<file path="src/design/assert_macros.svh">
`ifndef ASSERT_MACROS_SVH
`define ASSERT_MACROS_SVH

// Same-cycle implication, clocked on i_clk, off during reset.
`define PSS_ASSERT_IMP(lbl, ante, cons, msg) \
    lbl: assert property (@(posedge i_clk) disable iff (!i_rst_n) (ante) |-> (cons)) \
        else $error(msg);

// Next-cycle implication, clocked on i_clk, off during reset.
`define PSS_ASSERT_NXT(lbl, ante, cons, msg) \
    lbl: assert property (@(posedge i_clk) disable iff (!i_rst_n) (ante) |=> (cons)) \
        else $error(msg);

`endif

</file>
<file path="src/design/pss_pkg.sv">
`timescale 1ns / 1ps

package pss_pkg;

    localparam int MAX_POOL  = 131072;
    localparam int MAX_PICKS = 256;

    localparam int TOTAL_W   = 18;
    localparam int PICKS_W   = 9;
    localparam int OFFSET_W  = 17;
    localparam int INDEX_W   = 17;
    localparam int CFG_W     = 18;
    localparam int CFG_IDX_W = 1;

    localparam int IDX_W  = $clog2(MAX_POOL);
    localparam int CNT_W  = $clog2(MAX_POOL + 1);
    localparam int PCNT_W = $clog2(MAX_PICKS + 1);
    localparam int POS_W  = (MAX_PICKS > 1) ? $clog2(MAX_PICKS) : 1;
    localparam int SUM_W  = ((CNT_W > OFFSET_W) ? CNT_W : OFFSET_W) + 1;

    localparam logic [TOTAL_W-1:0] TOTAL_RESET = TOTAL_W'(131072);
    localparam logic [PICKS_W-1:0] PICKS_RESET = PICKS_W'(1);

    typedef enum logic [CFG_IDX_W-1:0] {
        REG_TOTAL_WORDS = 1'b0,
        REG_PICK_COUNT  = 1'b1
    } t_cfg_reg;

    typedef enum logic [2:0] {
        ST_CLEAR,
        ST_IDLE,
        ST_P_CALC,
        ST_U_LOG,
        ST_U_FETCH,
        ST_SW_RD,
        ST_SW_WR_I,
        ST_SW_WR_J
    } t_state;

    typedef enum logic [1:0] {
        RA_POS,
        RA_I,
        RA_J
    } t_ra_sel;

    typedef enum logic [1:0] {
        WA_CLR,
        WA_I,
        WA_J
    } t_wa_sel;

    typedef struct packed {
        logic    perm_we;
        t_wa_sel wa_sel;
        t_ra_sel ra_sel;
        logic    clr_step;
        logic    take_in;
        logic    calc;
        logic    fetch;
        logic    cap_j;
        logic    out_load;
        logic    undo_cfg;
        logic    undo_dec;
    } t_cmd;

    typedef struct packed {
        logic clr_done;
        logic pos_nz;
        logic last;
        logic i_zero;
        logic out_free;
        logic cfg_hit;
    } t_status;

    function automatic logic [CNT_W-1:0] eff_total(input logic [TOTAL_W-1:0] t);
        logic [31:0] v;
        v = 32'(t);
        if (v == 32'd0) begin
            v = 32'd1;
        end
        if (v > 32'(MAX_POOL)) begin
            v = 32'(MAX_POOL);
        end
        return CNT_W'(v);
    endfunction

    function automatic logic [PCNT_W-1:0] eff_picks(input logic [PICKS_W-1:0] p,
                                                    input logic [CNT_W-1:0]   tot);
        logic [31:0] v;
        v = 32'(p);
        if (v == 32'd0) begin
            v = 32'd1;
        end
        if (v > 32'(MAX_PICKS)) begin
            v = 32'(MAX_PICKS);
        end
        if (v > 32'(tot)) begin
            v = 32'(tot);
        end
        return PCNT_W'(v);
    endfunction

endpackage

</file>
<file path="src/design/pss_ctrl.sv">
`timescale 1ns / 1ps
`include "assert_macros.svh"

module pss_ctrl
    import pss_pkg::*;
(
    input  logic    i_clk,
    input  logic    i_rst_n,
    input  logic    i_in_valid,
    output logic    o_in_ready,
    input  t_status i_status,
    output t_cmd    o_cmd
);

    t_state r_state;
    t_state n_state;
    logic   r_undo;
    logic   n_undo;
    logic   in_ready;

    assign in_ready   = (r_state == ST_IDLE) && !i_status.cfg_hit;
    assign o_in_ready = in_ready;

    always_ff @(posedge i_clk) begin
        if (!i_rst_n) begin
            r_state <= ST_CLEAR;
            r_undo  <= 1'b0;
        end else begin
            r_state <= n_state;
            r_undo  <= n_undo;
        end
    end

    // next state
    always_comb begin
        n_state = r_state;
        n_undo  = r_undo;
        unique case (r_state)
            ST_CLEAR: begin
                if (i_status.clr_done) begin
                    n_state = ST_IDLE;
                end
            end
            ST_IDLE: begin
                priority if (i_status.cfg_hit && i_status.pos_nz) begin
                    n_state = ST_U_LOG;
                    n_undo  = 1'b1;
                end else if (i_in_valid && in_ready) begin
                    n_state = ST_P_CALC;
                end else begin
                    n_state = ST_IDLE;
                end
            end
            ST_P_CALC:  n_state = ST_SW_RD;
            ST_U_LOG:   n_state = ST_U_FETCH;
            ST_U_FETCH: n_state = ST_SW_RD;
            ST_SW_RD:   n_state = ST_SW_WR_I;
            ST_SW_WR_I: n_state = ST_SW_WR_J;
            ST_SW_WR_J: begin
                priority if (r_undo) begin
                    if (i_status.i_zero) begin
                        n_state = ST_IDLE;
                        n_undo  = 1'b0;
                    end else begin
                        n_state = ST_U_LOG;
                    end
                end else if (i_status.out_free) begin
                    if (i_status.last) begin
                        n_state = ST_U_LOG;
                        n_undo  = 1'b1;
                    end else begin
                        n_state = ST_IDLE;
                    end
                end else begin
                    n_state = ST_SW_WR_J;
                end
            end
            default: n_state = ST_IDLE;
        endcase
    end

    // datapath commands
    always_comb begin
        o_cmd        = '0;
        o_cmd.wa_sel = WA_J;
        o_cmd.ra_sel = RA_I;
        unique case (r_state)
            ST_CLEAR: begin
                o_cmd.perm_we  = 1'b1;
                o_cmd.wa_sel   = WA_CLR;
                o_cmd.clr_step = 1'b1;
            end
            ST_IDLE: begin
                o_cmd.ra_sel   = RA_POS;
                o_cmd.take_in  = i_in_valid && in_ready;
                o_cmd.undo_cfg = i_status.cfg_hit && i_status.pos_nz;
            end
            ST_P_CALC: begin
                o_cmd.calc = 1'b1;
            end
            ST_U_LOG: begin
                o_cmd.ra_sel = RA_I;
            end
            ST_U_FETCH: begin
                o_cmd.fetch = 1'b1;
            end
            ST_SW_RD: begin
                o_cmd.ra_sel = RA_J;
            end
            ST_SW_WR_I: begin
                o_cmd.perm_we = 1'b1;
                o_cmd.wa_sel  = WA_I;
                o_cmd.cap_j   = 1'b1;
            end
            ST_SW_WR_J: begin
                o_cmd.perm_we  = 1'b1;
                o_cmd.wa_sel   = WA_J;
                o_cmd.out_load = !r_undo && i_status.out_free;
                o_cmd.undo_dec = r_undo && !i_status.i_zero;
            end
            default: begin
                o_cmd.ra_sel = RA_I;
            end
        endcase
    end

    `PSS_ASSERT_NXT(a_clear_exit, (r_state == ST_CLEAR) && i_status.clr_done, r_state == ST_IDLE, "clear pass did not end")
    `PSS_ASSERT_IMP(a_undo_mode, (r_state == ST_U_LOG) || (r_state == ST_U_FETCH), r_undo, "undo walk without undo mode")
    `PSS_ASSERT_NXT(a_pick_done, o_cmd.out_load && !i_status.last, (r_state == ST_IDLE) && !r_undo, "mid-set pick did not return to idle")

endmodule

</file>
<file path="config.mk">
export PLATFORM = sky130hd
export DESIGN_NAME = pss_ctrl
export DESIGN_NICKNAME = d
export VERILOG_FILES = /design/src/design/pss_pkg.sv /design/src/design/pss_ctrl.sv
export VERILOG_INCLUDE_DIRS = /design/src /design/src/design
export SDC_FILE = /design/constraint.sdc
export NUM_CORES = 1
export LEC_CHECK = 0
export BUFFER_PORTS_ARGS = -buffer_cell sky130_fd_sc_hd__buf_2
export CORE_AREA = 2 2 39 41
export DETAILED_ROUTE_END_ITERATION = 10
export DIE_AREA = 0 0 41 43
export GPL_ROUTABILITY_DRIVEN = 0
export HOLD_SLACK_MARGIN = 0.08
export PLACE_DENSITY = 0.61
export SYNTH_ARGS = -nofsm -noshare
export SYNTH_HDL_FRONTEND = slang
export SYNTH_SLANG_ARGS = --single-unit
</file>
<file path="constraint.sdc">
create_clock -name i_clk -period 3 [get_ports i_clk]
set_input_delay 0.3 -clock i_clk [delete_from_list [all_inputs] [get_ports i_clk]]
set_output_delay 0.3 -clock i_clk [all_outputs]
set_load 0.01 [all_outputs]
</file>
Yosys cells after proc, flatten, opt, wreduce, memory -nomap -nowiden
Cells that the tools add are included.
W data, S select, Z words.
- magnitude comparators: 0
- eq/ne operators: 9
- reduce and logical (&&, ||, !) cells: 12
- divide/modulo/power cells: 0
- mux-type cells: 24
- shift-type cells: 0
- $mul: 0
- bitwise logic cells: 0
- add/subtract/negate cells: 0
- operator list (operator ; number):
    $pmux W3 S7 ; 1
    $mux W1 ; 13
    $eq A3 B3 Y1 const B ; 4
    $mux W3 ; 3
    $pmux W3 S3 ; 1
    $mux W2 ; 4
    $eq A3 B2 Y1 const B ; 2
    $logic_and A1 B1 Y1 ; 5
    $pmux W2 S2 ; 1
    $eq A3 B1 Y1 const B ; 1
    $logic_not A1 Y1 ; 3
    $logic_not A3 Y1 ; 1
    $ne A2 B1 Y1 const B ; 1
    $ne A2 B2 Y1 const B ; 1
    $pmux W1 S2 ; 1
    $reduce_and A2 Y1 ; 1
    $reduce_bool A2 Y1 ; 1
    $reduce_or A2 Y1 ; 1
- memories kept: 0
- bits in read-only memories: 0
- flip-flop bits (word level): 4
- bits in writable memories: 0
- latch bits: 0
- logic and storage cells: 47
- output and inout port bits: 14
- bits of input ports: 9

Longest topological paths before layout
- depth in word-level cells: 6
- gate-level depth with buffers: 6

Worst setup path before layout
OpenSTA, ideal clock, no wires.
- path kind: register to output
- start point: register r_state[0]
- end point: output o_cmd[12] in the netlist's numbering
- data arrival time: 1.123 ns
- path buffers: 1
- cell stages (with the launch flop): 4
- setup slack: 1.577 ns
- required time: 2.700 ns
- path through: dfxtp_1 -> buf_2 -> nor3_1 -> a21o_1
- RTL lines (element ; line ; text):
    start, declared ; pss_ctrl.sv:15 ; t_state r_state;
    start signal, assigned ; pss_ctrl.sv:29 ; r_state <= n_state;
    end, declared ; pss_ctrl.sv:12 ; output t_cmd o_cmd

==> out/qor.txt <==
RSZ-0062 raised after global routing = no
M3 GR Usage = 6.28%
min Tclk post-route = 1.72 ns
routed len/inst = 9.59 um
Setup Viol. Count Final = 0
final worst-path cycle share = 57.5%
GRT overflow = 0
final non-filler cell total = 83
worst endpoint required time = 2.70 ns
CP max FO = 16
post-CTS sizing = 0
Crit Path Category = reg2out
Filler Cells Inserted = 153
M1 GR Usage = 11.6%
combinational power share = 24.5%
Most Crowded Layer GR = met2
maximum vdd drop = 0.000157 V
initial antenna violation count = 0
diode count = 0
total CTS buffers = 3
sequential area share after synthesis = 24.4%
clock buffer depth = 2
CTS tree = done
IO buf count = 22
H-tree levels = 1
Seq pwr share = 38.1%
Post-DP HPWL = 627 um
Worst-Margin Slew = 0.471 ns
Pre-Repair DR Iteration Count = 3
num rows = 14
remaining antenna violation count = 0
die height = 43 um
I/O pins = 23
met2 Usage GRT = 15.6%
min-delay worst type = in2reg
Leak = 0.246 nW
clock network power share = 37.4%
ratio of cells with drive above 1 in the final layout = 46.3%
Sink Count = 4
clk root buf = clkbuf_4
largest cells by area after synthesis = dfxtp_1 24%, nor2_1 8.0%, nor3_2 6.1%
Power Density = 369 nW/um^2
max-slew headroom at the worst pin = 68.5%
share of the synthesized area in the top cell type = 24.4%
Worst-Skew Late Latency = 0.23 ns
status = complete, no violations
initial core utilization = 23.7%
largest net degree at the start of global routing = 17
unique cell type count in the Yosys netlist = 23
syn_nets = 54
P_sw = 0.0000502 W
Clock Skew = 0.00214 ns
flop and latch count out of synthesis = 4
endpoint type of the worst setup path = output port
P&R area growth vs syn = 42.4%
first-pass GRT wire length = 1220 um
YS warnings = 0
number of global-route vias before repair = 311
DR vias/cell = 4.51
synthesized cell area = 328 sq um
sw frac = 29.1%
placed cells = 80
CTS clk-pin slew, worst paths = 0.04 ns
Synth area leader = dfxtp_1
chip width = 41 um
initial drt markers = 5
Max-Cap Viols = 0
Sum Neg Setup Slack = 0 ns
Fmax = 580 MHz
final WL = 796 um
cell count after synthesis = 45
Mean Syn Cell Area = 7.28 sq um
Hold Vio Cnt, Final = 0
CORE AREA = 1380 sq um
via count = 374
Startpoint Class = flip-flop
cell internal power dissipation = 0.000122 W
DIE AREA = 1760 sq um
Final Max Tran Viols = 0
# DRC = 0
GRT Total Usage = 10.4%
hold buffer count at cts = 0
# Post-CTS Setup Buffers = 0
nets@finish = 78
Critical Path AT = 1.42 ns
worst paths after layout:
kind,end,depth (start not counted),from,slack (ns)
min reg2reg,r_undo,2,r_undo,0.56
min,r_undo,3,i_rst_n,0.34
max reg2reg,r_state[0],6,r_state[0],1.57
max,o_cmd[2],3,r_state[1],1.28
cell usage in the layout, fill, tap and decap left out:
| master | instances |
|---|---|
| a311oi_1 | 1 |
| nand2_1 | 3 |
| a31oi_1 | 2 |
| nor3b_1 | 2 |
| nand3_1 | 1 |
| nor2_1 | 7 |
| nor3_1 | 2 |
| a21o_1 | 1 |
| inv_2 | 1 |
| clkbuf_4 | 3 |
| nor3_2 | 2 |
| dfxtp_1 | 4 |
| and3b_1 | 2 |
| buf_2 | 22 |
| o21ai_0 | 2 |
| nand2b_1 | 3 |
| nand3_2 | 1 |
| inv_1 | 3 |
| a21oi_1 | 1 |
| nor2b_1 | 1 |
| nor3b_2 | 1 |
| o221a_1 | 1 |
| o221a_2 | 1 |
stage by stage:
step           total power, W  cell area (sq um)  utilization [%]  setup WS (ns)  hold slack, ns
5_1_grt              0.000186                467             33.7           1.08           0.347
2_1_floorplan       0.0000909                328                -           1.58           0.432
6_report             0.000172                467             33.7           1.28           0.343
3_5_place_dp         0.000109                444             32.1           1.51           0.558
4_1_cts              0.000177                467             33.7           1.26           0.334
3_3_place_gp         0.000109                444             32.1           1.54           0.561
cell families (layout without fill, tap and decap cells):
kind of cell,count (synthesis),in the layout,share of synthesized area [%]
AO/OA/AOI/OAI,9,9,20.2
buffers and inverters,7,29,8.78
flip-flops,4,4,24.4
AND/OR/NAND/NOR,25,25,46.6
synth_stat cells:
cell	count
nor2b_1	1
nor3b_2	1
dfxtp_1	4
a21oi_1	1
inv_1	3
and3b_1	2
a31oi_1	2
nand2b_1	3
clkbuf_1	1
buf_2	2
nor2_1	7
o21ai_0	2
o221a_2	1
nor3b_1	2
nand2_1	3
nor3_1	2
nor3_2	2
a21o_1	1
nand3_2	1
a311oi_1	1
o221a_1	1
nand3_1	1
inv_2	1
area by class of cell:
| cell class | count | area, sq um | share of cell area, % |
|---|---|---|---|
| Multi-Input combinational cell | 34 | 219 | 46.9 |
| Inverter | 4 | 15.0 | 3.22 |
| Tap cell | 16 | 20.0 | 4.29 |
| Sequential cell | 4 | 80.1 | 17.2 |
| Clock buffer | 3 | 22.5 | 4.83 |
| Timing Repair Buffer | 22 | 110 | 23.6 |
power by group through the flow:
| stage | Sequential, W | Combinational, W | Clock, W |
|---|---|---|---|
| global placement | 0.0000659 | 0.0000426 | 0 |
| CTS | 0.0000656 | 0.0000431 | 0.0000684 |
| detailed placement | 0.0000664 | 0.0000430 | 0 |
| finish | 0.0000657 | 0.0000423 | 0.0000644 |
| global route | 0.0000670 | 0.0000476 | 0.0000713 |
| floorplan | 0.0000607 | 0.0000302 | 0 |
flip-flops by register name, indices dropped and copies added, names as in the netlist:
signal,count
r_state,3
r_undo,1
worst max-delay path: stages, from the launching register on:
cell and delay (ns):
dfxtp_1 0.60, nand3_2 0.20, nor3b_2 0.23, buf_2 0.16
routing by layer:
layer / share of wire, % / vias to the layer above / wire (um)
li1: - / 202 / -
met1: 43 / 161 / 340
met2: 49 / 11 / 391
met3: 8.0 / 0 / 64
met4: 0 / 0 / 0
met5: 0 / - / 0
Power figures use the tool's default switching activity.
